==> src/sv/pvenc_pkg.sv <==
// Shared types and constants for the prefix varint encoder.
// No dependencies; the encode stage, serializer and top level import this package.
package pvenc_pkg;

	typedef enum logic [1:0] {
		FMT_U16 = 2'd0,
		FMT_U32 = 2'd1,
		FMT_S16 = 2'd2,
		FMT_S32 = 2'd3
	} fmt_t;

	localparam int unsigned MAX_BYTES = 5;
	localparam int unsigned LEN_W     = 3;

	// Range limits of the shorter forms, as cumulative thresholds on the code.
	localparam logic [31:0] LIM1     = 32'h0000_0080;
	localparam logic [31:0] LIM16_2  = 32'h0000_4080;
	localparam logic [31:0] LIM32_2  = 32'h0000_2080;
	localparam logic [31:0] LIM32_3  = 32'h0020_2080;
	localparam logic [31:0] LIM32_4  = 32'h2020_2080;

	localparam logic [1:0] TAG16_2 = 2'b01;
	localparam logic [1:0] TAG16_3 = 2'b11;
	localparam logic [2:0] TAG32_2 = 3'h1;
	localparam logic [2:0] TAG32_3 = 3'h3;
	localparam logic [2:0] TAG32_4 = 3'h5;
	localparam logic [2:0] TAG32_5 = 3'h7;

	// One encoded value: bytes packed least significant first, plus count.
	typedef struct packed {
		logic [8*MAX_BYTES-1:0] bytes;
		logic [LEN_W-1:0]       len;
	} enc_t;

endpackage

==> src/sv/pvenc_if.sv <==
// Valid/ready channel interfaces for the prefix varint encoder.
// Depends on nothing; used by the encode stage, serializer and top level.
interface pvenc_in_if;
	logic        valid;
	logic        ready;
	logic [1:0]  action;
	logic [31:0] value;

	modport source (output valid, action, value, input ready);
	modport sink   (input valid, action, value, output ready);
endinterface

interface pvenc_out_if;
	logic       valid;
	logic       ready;
	logic [7:0] out_byte;
	logic       last_byte;

	modport source (output valid, out_byte, last_byte, input ready);
	modport sink   (input valid, out_byte, last_byte, output ready);
endinterface

==> src/sv/pvenc_encode.sv <==
// Input register and single-pass encoder: zigzag, range select, byte packing.
// Depends on pvenc_pkg and pvenc_in_if.
module pvenc_encode (
	input  logic            clk,
	input  logic            arst_n,
	pvenc_in_if.sink        in_ch,
	output pvenc_pkg::enc_t enc,
	output logic            enc_valid,
	input  logic            enc_ready
);
	import pvenc_pkg::*;

	logic        valid_s1;
	logic [1:0]  action_s1;
	logic [31:0] value_s1;
	logic        take_in;

	logic [15:0] code16;
	logic [31:0] code32;
	logic [15:0] w16;
	logic [31:0] w32;
	enc_t        enc16;
	enc_t        enc32;

	assign in_ch.ready = !valid_s1 || enc_ready;
	assign take_in     = in_ch.valid && in_ch.ready;

	always_ff @(posedge clk or negedge arst_n) begin
		if (!arst_n) begin
			valid_s1 <= 1'b0;
		end else if (in_ch.ready) begin
			valid_s1 <= in_ch.valid;
		end
	end

	always_ff @(posedge clk) begin
		if (take_in) begin
			action_s1 <= in_ch.action;
			value_s1  <= in_ch.value;
		end
	end

	// Zigzag: shift left and flip every bit when the value is negative.
	always_comb begin
		if (action_s1 == FMT_S16) begin
			code16 = {value_s1[14:0], 1'b0} ^ {16{value_s1[15]}};
		end else begin
			code16 = value_s1[15:0];
		end
		if (action_s1 == FMT_S32) begin
			code32 = {value_s1[30:0], 1'b0} ^ {32{value_s1[31]}};
		end else begin
			code32 = value_s1;
		end
	end

	always_comb begin
		enc16 = '0;
		w16   = '0;
		if (code16 < LIM1[15:0]) begin
			enc16.bytes[7:0] = {code16[6:0], 1'b0};
			enc16.len        = LEN_W'(1);
		end else if (code16 < LIM16_2[15:0]) begin
			w16               = code16 - LIM1[15:0];
			enc16.bytes[15:0] = {w16[13:6], w16[5:0], TAG16_2};
			enc16.len         = LEN_W'(2);
		end else begin
			w16               = code16 - LIM16_2[15:0];
			enc16.bytes[23:0] = {6'd0, w16[15:14], w16[13:6], w16[5:0], TAG16_3};
			enc16.len         = LEN_W'(3);
		end
	end

	always_comb begin
		enc32 = '0;
		w32   = '0;
		if (code32 < LIM1) begin
			enc32.bytes[7:0] = {code32[6:0], 1'b0};
			enc32.len        = LEN_W'(1);
		end else begin
			if (code32 < LIM32_2) begin
				w32       = code32 - LIM1;
				enc32.len = LEN_W'(2);
			end else if (code32 < LIM32_3) begin
				w32       = code32 - LIM32_2;
				enc32.len = LEN_W'(3);
			end else if (code32 < LIM32_4) begin
				w32       = code32 - LIM32_3;
				enc32.len = LEN_W'(4);
			end else begin
				w32       = code32 - LIM32_4;
				enc32.len = LEN_W'(5);
			end
			enc32.bytes[39:8] = {5'd0, w32[31:5]};
			case (enc32.len)
				LEN_W'(2): enc32.bytes[7:0] = {w32[4:0], TAG32_2};
				LEN_W'(3): enc32.bytes[7:0] = {w32[4:0], TAG32_3};
				LEN_W'(4): enc32.bytes[7:0] = {w32[4:0], TAG32_4};
				default:   enc32.bytes[7:0] = {w32[4:0], TAG32_5};
			endcase
		end
	end

	assign enc_valid = valid_s1;
	assign enc = (action_s1 == FMT_U16 || action_s1 == FMT_S16) ? enc16 : enc32;

	a_len_range: assert property (@(posedge clk) disable iff (!arst_n)
		valid_s1 |-> (enc.len >= LEN_W'(1) && enc.len <= LEN_W'(MAX_BYTES)))
		else $error("encoded length out of range");

	a_len16: assert property (@(posedge clk) disable iff (!arst_n)
		valid_s1 && (action_s1 == FMT_U16 || action_s1 == FMT_S16)
		|-> enc.len <= LEN_W'(3))
		else $error("16-bit format encoded to more than three bytes");

	a_hold: assert property (@(posedge clk) disable iff (!arst_n)
		valid_s1 && !enc_ready |=> valid_s1 && $stable(enc))
		else $error("stalled encoded item changed");

endmodule

==> src/sv/pvenc_serial.sv <==
// Output register that shifts an encoded value out one byte per cycle while out_ch.ready is high.
// Depends on pvenc_pkg and pvenc_out_if.
module pvenc_serial (
	input  logic            clk,
	input  logic            arst_n,
	input  pvenc_pkg::enc_t enc,
	input  logic            enc_valid,
	output logic            enc_ready,
	pvenc_out_if.source     out_ch
);
	import pvenc_pkg::*;

	logic [8*MAX_BYTES-1:0] bytes_q;
	logic [LEN_W-1:0]       rem_q;
	logic                   take_out;
	logic                   load;

	assign out_ch.valid     = (rem_q != '0);
	assign out_ch.out_byte  = bytes_q[7:0];
	assign out_ch.last_byte = (rem_q == LEN_W'(1));
	assign take_out         = out_ch.valid && out_ch.ready;

	// A new item may load while the final byte of the previous one is taken.
	assign enc_ready = !out_ch.valid || (take_out && out_ch.last_byte);
	assign load      = enc_valid && enc_ready;

	always_ff @(posedge clk or negedge arst_n) begin
		if (!arst_n) begin
			rem_q <= '0;
		end else if (load) begin
			rem_q <= enc.len;
		end else if (take_out) begin
			rem_q <= rem_q - LEN_W'(1);
		end
	end

	always_ff @(posedge clk) begin
		if (load) begin
			bytes_q <= enc.bytes;
		end else if (take_out) begin
			bytes_q <= {8'd0, bytes_q[8*MAX_BYTES-1:8]};
		end
	end

	a_rem_max: assert property (@(posedge clk) disable iff (!arst_n)
		rem_q <= LEN_W'(MAX_BYTES))
		else $error("byte count exceeds maximum encoding length");

	a_continue: assert property (@(posedge clk) disable iff (!arst_n)
		take_out && !out_ch.last_byte |=> out_ch.valid)
		else $error("encoding stopped before its final byte");

endmodule

==> src/sv/prefix_varint_encoder.sv <==
// Prefix varint encoder: one integer in, a run of one to five bytes out.
// Usage:
//   in_ch carries action (format: unsigned16, unsigned32, signed16,
//   signed32) and a 32-bit value. An item is taken when valid and ready
//   are both high. out_ch delivers the encoding least significant byte
//   first, one byte per accepted transfer, with last_byte set on the final
//   byte of each value.
// Path: with the output idle, the first byte of an item is presented once
//   the item has passed the input register and then the output shift
//   register.
// Throughput: one byte per cycle on out_ch while out_ch.ready is high; an
//   item has 1 to 3 bytes for 16-bit formats and 1 to 5 bytes for 32-bit
//   formats. The output port width of one byte sets this rate.
//   The next item is encoded while the current one is still shifting out and
//   loads in the same cycle its predecessor's final byte is taken.
// Reset: arst_n clears all valid flags; no item is in flight afterward.
// Stall: when out_ch.ready is low the current byte holds, one encoded item
//   waits in the input register, and in_ch.ready then drops.
// Depends on pvenc_pkg, pvenc_if, pvenc_encode and pvenc_serial.
module prefix_varint_encoder (
	input  logic        clk,
	input  logic        arst_n,
	pvenc_in_if.sink    in_ch,
	pvenc_out_if.source out_ch
);
	import pvenc_pkg::*;

	enc_t enc;
	logic enc_valid;
	logic enc_ready;

	pvenc_encode u_encode (
		.clk       (clk),
		.arst_n    (arst_n),
		.in_ch     (in_ch),
		.enc       (enc),
		.enc_valid (enc_valid),
		.enc_ready (enc_ready)
	);

	pvenc_serial u_serial (
		.clk       (clk),
		.arst_n    (arst_n),
		.enc       (enc),
		.enc_valid (enc_valid),
		.enc_ready (enc_ready),
		.out_ch    (out_ch)
	);

endmodule

==> src/flat_wrapper.sv <==
// flat-port wrapper written by rule: the top's interface ports become plain ports
module prefix_varint_encoder_flat import pvenc_pkg::*;
  (clk, arst_n, in_ch_valid, in_ch_action, in_ch_value, in_ch_ready, out_ch_valid, out_ch_out_byte, out_ch_last_byte, out_ch_ready);
  pvenc_in_if in_ch_i ();
  pvenc_out_if out_ch_i ();
  input  logic clk;
  input  logic arst_n;
  input wire logic [$bits(in_ch_i.valid)-1:0] in_ch_valid;
  input wire logic [$bits(in_ch_i.action)-1:0] in_ch_action;
  input wire logic [$bits(in_ch_i.value)-1:0] in_ch_value;
  output wire logic [$bits(in_ch_i.ready)-1:0] in_ch_ready;
  output wire logic [$bits(out_ch_i.valid)-1:0] out_ch_valid;
  output wire logic [$bits(out_ch_i.out_byte)-1:0] out_ch_out_byte;
  output wire logic [$bits(out_ch_i.last_byte)-1:0] out_ch_last_byte;
  input wire logic [$bits(out_ch_i.ready)-1:0] out_ch_ready;
  assign in_ch_i.valid = in_ch_valid;
  assign in_ch_i.action = in_ch_action;
  assign in_ch_i.value = in_ch_value;
  assign in_ch_ready = in_ch_i.ready;
  assign out_ch_valid = out_ch_i.valid;
  assign out_ch_out_byte = out_ch_i.out_byte;
  assign out_ch_last_byte = out_ch_i.last_byte;
  assign out_ch_i.ready = out_ch_ready;
  prefix_varint_encoder u_core (.clk(clk), .arst_n(arst_n), .in_ch(in_ch_i), .out_ch(out_ch_i));
endmodule
==> config.mk <==
export PLATFORM = sky130hd
export DESIGN_NAME = prefix_varint_encoder_flat
export DESIGN_NICKNAME = d
export VERILOG_FILES = /design/src/sv/pvenc_pkg.sv /design/src/sv/pvenc_if.sv /design/src/sv/pvenc_encode.sv /design/src/sv/pvenc_serial.sv /design/src/sv/prefix_varint_encoder.sv /design/src/flat_wrapper.sv
export SDC_FILE = /design/constraint.sdc
export NUM_CORES = 1
export LEC_CHECK = 0
export BUFFER_PORTS_ARGS = -buffer_cell sky130_fd_sc_hd__buf_4
export CAP_MARGIN = 5
export CELL_PAD_IN_SITES_DETAIL_PLACEMENT = 0
export CELL_PAD_IN_SITES_GLOBAL_PLACEMENT = 1
export CORE_MARGIN = 1.5
export CORE_UTILIZATION = 50
export CTS_CLUSTER_DIAMETER = 80
export DETAILED_ROUTE_END_ITERATION = 16
export GPL_TIMING_DRIVEN = 0
export PLACE_DENSITY_LB_ADDON = 0.1
export REMOVE_ABC_BUFFERS = 1
export SETUP_SLACK_MARGIN = 0.05
export SYNTH_ARGS = -nofsm -noshare
export SYNTH_HDL_FRONTEND = slang
export SYNTH_SLANG_ARGS = --single-unit
==> constraint.sdc <==
create_clock -name clk -period 9.8 [get_ports clk]
set_clock_uncertainty 0.1 [all_clocks]
set_input_delay 2.94 -clock clk [delete_from_list [all_inputs] [get_ports clk]]
set_output_delay 2.94 -clock clk [all_outputs]
set_load 0.02 [all_outputs]
==> run metrics, run 1 <==
DRC Markers 0; Worst setup SP type input pin; Fmax 152 MHz; Top Ports 49; Placer Congestion 0.900; Worst Min Path Start u_core.u_serial.bytes_q[27]; chip width 110 µm; H-tree Lvls 3; clock root cell clkbuf_16; clock buffer count from CTS 9; peak supply drop 184 µV; Initial Utilization 0.519; static leakage 2.36 nW; clk slew on worst S/H paths 60 ps; crit path max-delay cell type o21ai_0; PD cells 280 mW/mm²; deepest clock path buffer count 2; RSZ-0062 raised after global routing false; die area 0.0120 mm²; ANT cells 0; drt pass-1 iters 5; dominant cells by area after synthesis edfxtp_1 36%, xnor2_1 8.6%, nor2_1 5.1%; Cells after Synth 645; Pwr Total 1.81 mW; first-pass GRT wire length 23.7 mm; count of cell types in the netlist 73; Tcrit/Tclk final 0.673; Crit path arrival time 3560 ps; Tmin final 6600 ps; share of cells above drive strength 1 0.129; Util after Layout 0.589; Crit path max-delay family compound AO/OA/AOI/OAI gates; core area 0.0110 mm²; Worst EP required 6760 ps; Yosys top cell by area edfxtp_1; Hold Path Cell Cnt 2; Synth top area share 0.364; sequential area share after synthesis 0.381; initial antenna violation count 0; Placed Instance Area 0.00607 mm²; synthesized flop and latch total 73; status finished clean; max incr delay on CP 260 ps; Hold WS 425 ps; Hold Vio Cnt, Final 0; CP endpoint kind output pin; Post-synth ARST share 0.0548; worst-skew pair later-pin latency 340 ps; worst min path class register to register; number of port buffers 48; Rows 38; post-cts sizing count 0; R2R Setup Slk 4210 ps; Post-CTS Hold Buffers 0; critical path, cell by cell buf_4 -> a21oi_1 -> o21ai_0 -> buf_4; largest net degree at the start of global routing 39; Crit path buffers/inverters 2; critical path depth in cells 4; Synth Flop Type edfxtp_1; top post-synthesis cells by count 78 x nor2_1, 69 x edfxtp_1, 56 x xnor2_1; reg2reg start u_core.u_encode.action_s1[1]; YS warnings 0; gr ovfl total 0; Max Cap Viol 0; EDFF count, synth 69; WL/cell 18.5 µm; buffer count from post-CTS setup fixing 0; critical path class input pin to output pin; vias in the first global route 4612; fin nets 697; critical path fanouts, max 3; Vias/cell 6.16; DIE HEIGHT 110 µm; Finish-stage setup viols 0; Design Area, Final 0.00647 mm²; R2R depth 8; Pins Over Slew Limit 0; Starting DRT DRC Count 379; RR Endpoint u_core.u_serial.bytes_q[16]; DRT antenna net count 0; synth-to-layout area growth 13.6%; count leader, synth nor2_1; Overall Global Routing Usage 0.260; Worst Hold End u_core.u_serial.bytes_q[19]; worst slew pin tran 1260 ps; wirelength, routed 14.8 mm; DP HPWL 10.5 mm; Post-Syn Area 0.00570 mm²; CTS tree done; most frequent CP cell buf_4; DR vias 4924; relative slew slack 0.163; CTS Sinks 73; Post-Synthesis Mean Instance Area 8.83 µm²; setup TNS 0 ps
[worst reg2reg max path, cell delays in order (launching register included)]
cell and delay (ps):
edfxtp_1 1100, and2_1 1100, o21ai_0 390, a222oi_1 880
nand2_2 300, o21ai_1 710, nor2_1 350, a22oi_1 260
o21ai_0 130
[sequential cells by signal, summed over array words and instances (netlist names)]
| signal | flops |
|---|---|
| u_core.u_encode.action_s1 | 2 |
| u_core.u_encode.enc_valid | 1 |
| u_core.u_encode.value_s1 | 32 |
| u_core.u_serial.bytes_q | 35 |
| u_core.u_serial.rem_q | 3 |
[report_power, final]
group          internal (mW)  switching (mW)  total, mW
logic                  0.319           0.467      0.785
registers              0.501           0.109      0.610
clock network          0.283           0.135      0.418
total                   1.10           0.711       1.81
[placed cells by master, fill, tap and decap left out, types with 9 or more instances in the layout]
cell and count:
nand2_1 52, xnor2_1 56, inv_1 9, a21oi_1 48, o211ai_1 9, nor3_1 14
clkbuf_16 9, mux2i_1 22, xor2_1 13, or3_1 10, edfxtp_1 69, nor2_1 78
nand3_1 17, buf_4 48, and3_1 12, o21ai_0 39
[through the flow]
step	std cells	setup WS (ps)
3_5_place_dp	782	3190
4_1_cts	798	3190
2_1_floorplan	590	3200
5_1_grt	799	3090
6_report	799	3200
3_3_place_gp	778	3210
[cell type report]
class                           instances  area (µm²)
Timing Repair Buffer                   53         482
Tap cell                              140         175
Fill cell                             981        4510
Multi-Input combinational cell        508        3230
Clock buffer                           10         239
Sequential cell                        73        2170
Clock inverter                          6         138
Inverter                                9        33.8
[logic make-up (layout without fill, tap and decap cells)]
group | after synthesis | count (layout) | synth area share
adders and majority gates | 5 | 5 | 0.0110
AOI/OAI and AO/OA | 181 | 181 | 0.208
xor gates and xnor gates | 69 | 69 | 0.106
muxes | 25 | 25 | 0.0446
DFF | 73 | 73 | 0.381
buffers and inverters | 64 | 78 | 0.0525
and+or+nand+nor | 228 | 228 | 0.197
[how the worst max path moves through the flow]
stage	end	slack [ps]	startpoint
global route	in_ch_ready	3090	out_ch_ready
detailed placement	in_ch_ready	3190	out_ch_ready
floorplan	in_ch_ready	3200	out_ch_ready
CTS	in_ch_ready	3190	out_ch_ready
finish	in_ch_ready	3200	out_ch_ready
global placement	in_ch_ready	3210	out_ch_ready
[metal layers]
layer / part of all wire / global-route usage / wire (µm) / up-vias
met4: 0.043 / 0.140 / 634 / 0
met3: 0.056 / 0.0368 / 829 / 46
met2: 0.46 / 0.421 / 6850 / 200
met1: 0.44 / 0.334 / 6460 / 2283
met5: 0 / 0 / 0 / -
li1: - / - / - / 2395
(Power assumes the default switching activity.)
==> run 2: changes to the inputs <==
Settings changed: CORE_UTILIZATION 50 to 47.
Clock period 9.8 ns to 6.4 ns, I/O delays scaled along.
==> run 2 against run 1 <==
First-iteration DRC count fell by 17%. Sequential cell count did not move. Final area fell by 0.99%. Cell count rose by 0.88%. Via count fell by 2.4%. Register-to-register slack got worse by 3400 ps. Sequential power rose by 53%. Wire length fell by 1.0%. Clock-buffer cell count did not move. Core utilization fell by 5.1 points. Non-clock buffer count did not move. Largest cell class unchanged.
==> run metrics, run 2 (synthesis results as in run 1) <==
status finished clean; PD cells 412 mW/mm² (+47%); buffer count from post-CTS setup fixing 0 (unchanged); H-tree Lvls 3 (unchanged); DP HPWL 10.6 mm (+0.98%); Vias/cell 5.97 (-3.2%); DR vias 4808 (-2.4%); DRC Markers 0 (unchanged); CTS Sinks 73 (unchanged); Hold Vio Cnt, Final 0 (unchanged); first-pass GRT wire length 23.2 mm (-1.9%); Pwr Total 2.64 mW (+46%); CP endpoint kind register; deepest clock path buffer count 2 (unchanged); core area 0.0119 mm² (+8.5%); Rows 40 (+5.3%); DIE HEIGHT 113 µm (+3.1%); Tcrit/Tclk final 0.870; synth-to-layout area growth 12.5%; Tmin final 5570 ps; CTS tree done; critical path, cell by cell and2_1 -> o21ai_0 -> a222oi_1 -> nand2_2 -> o21ai_1 -> nor2_1 -> a22oi_1 -> o21ai_0; Starting DRT DRC Count 315 (-17%); clk slew on worst S/H paths 60 ps (about the same); most frequent cells in the layout 78 x nor2_1, 69 x edfxtp_1, 56 x xnor2_1; most frequent CP cell o21ai_0; WL/cell 18.1 µm (-1.9%); number of port buffers 48 (unchanged); Overall Global Routing Usage 0.235 (-0.0242); clock root cell clkbuf_16; Fmax 180 MHz; gr ovfl total 0 (unchanged); Initial Utilization 0.478 (-0.0404); Worst EP required 6370 ps (-390 ps); wirelength, routed 14.6 mm (-1.0%); RSZ-0062 raised after global routing false; setup TNS 0 ps (unchanged); worst min path class register to register; vias in the first global route 4409 (-4.4%); Worst setup SP type register; initial antenna violation count 0 (unchanged); Crit path max-delay family compound AO/OA/AOI/OAI gates; Crit path arrival time 5540 ps (+1980 ps); Util after Layout 0.538 (-0.0513); Max Cap Viol 0 (unchanged); share of cells above drive strength 1 0.129 (unchanged); commonest non-fill, non-tap cell in the layout nor2_1; Top Ports 49 (unchanged); static leakage 2.33 nW (-1.5%); critical path fanouts, max 38 (+35); crit path max-delay cell type edfxtp_1; relative slew slack 0.169 (+0.00577); Finish-stage setup viols 0 (unchanged); worst-skew pair later-pin latency 340 ps (about the same); clock buffer count from CTS 9 (unchanged); fin nets 697 (unchanged); Placer Congestion 0.859 (-4.5%); Post-CTS Hold Buffers 0 (unchanged); DRT antenna net count 0 (unchanged); die area 0.0128 mm² (+6.2%); peak supply drop 258 µV (+40%); Biggest register u_core.u_serial.bytes_q; R2R Setup Slk 830 ps (-3380 ps); chip width 113 µm (+3.1%); worst slew pin tran 1250 ps (-8.65 ps); drt pass-1 iters 5 (unchanged); post-cts sizing count 0 (unchanged); Crit path buffers/inverters 0 (-2); max reg flops 35 (unchanged); Pins Over Slew Limit 0 (unchanged); largest net degree at the start of global routing 39 (unchanged); Hold WS 422 ps (-2.81 ps); ANT cells 0 (unchanged); max incr delay on CP 1110 ps (+850 ps); Largest regs u_core.u_serial.bytes_q x35, u_core.u_encode.value_s1 x32, u_core.u_serial.rem_q x3; critical path class register to register
[run 2: cell types whose count changed in the layout (fill, tap and decap cells not counted)]
cell | previous run | this run
clkinvlp_4 | 0 | 1
bufinv_16 | 4 | 1
clkinv_2 | 0 | 2
[run 2: layer usage]
layer | vias to the layer above | wire [µm] | part of all wire | track usage
li1 | 2393 | - | - | -
met1 | 2246 | 6420 | 0.44 | 0.302
met2 | 143 | 7090 | 0.49 | 0.390
met3 | 26 | 706 | 0.048 | 0.0445
met4 | 0 | 391 | 0.027 | 0.101
met5 | - | 0 | 0 | 0
[run 2: power breakdown]
part	internal [mW]	switching [mW]	total, mW	leakage, nW
clock network	0.313	0.198	0.511	0.149
registers	0.768	0.167	0.935	0.713
logic	0.488	0.709	1.20	1.47
total	1.57	1.07	2.64	2.33
[run 2: layout make-up]
class	count	area, µm²
flip-flops and latches	73	2170
fillers	1099	5500
clock inverters	6	65.1
well taps	147	184
clock buffers	10	239
repair buffers	53	482
inverters	9	33.8
multi-input cells	508	3230
[run 2: final timing paths]
check | end | startpoint | cells past startpoint
max | u_core.u_serial.bytes_q[16] | u_core.u_encode.action_s1[1] | 8
min | u_core.u_serial.bytes_q[25] | u_core.u_serial.bytes_q[33] | 2
max reg2reg | u_core.u_serial.bytes_q[16] | u_core.u_encode.action_s1[1] | 8
min reg2reg | u_core.u_serial.bytes_q[25] | u_core.u_serial.bytes_q[33] | 2
max in group asynchronous | u_core.u_serial.rem_q[0] | arst_n | 1
min in group asynchronous | u_core.u_encode.enc_valid | arst_n | 1
[run 2: worst register-to-register path, cell delays in order (launching register included)]
cell and delay [ps]:
edfxtp_1 1110, and2_1 1090, o21ai_0 370, a222oi_1 860, nand2_2 290, o21ai_1 710, nor2_1 350, a22oi_1 280
o21ai_0 130
[run 2: stage by stage]
stage	instance area [µm²]	worst slack (ps)	cells
5_1_grt	6410	279	806
6_report	6410	829	806
3_3_place_gp	5980	690	785
4_1_cts	6380	865	805
3_5_place_dp	6080	900	789
2_1_floorplan	5430	1840	590
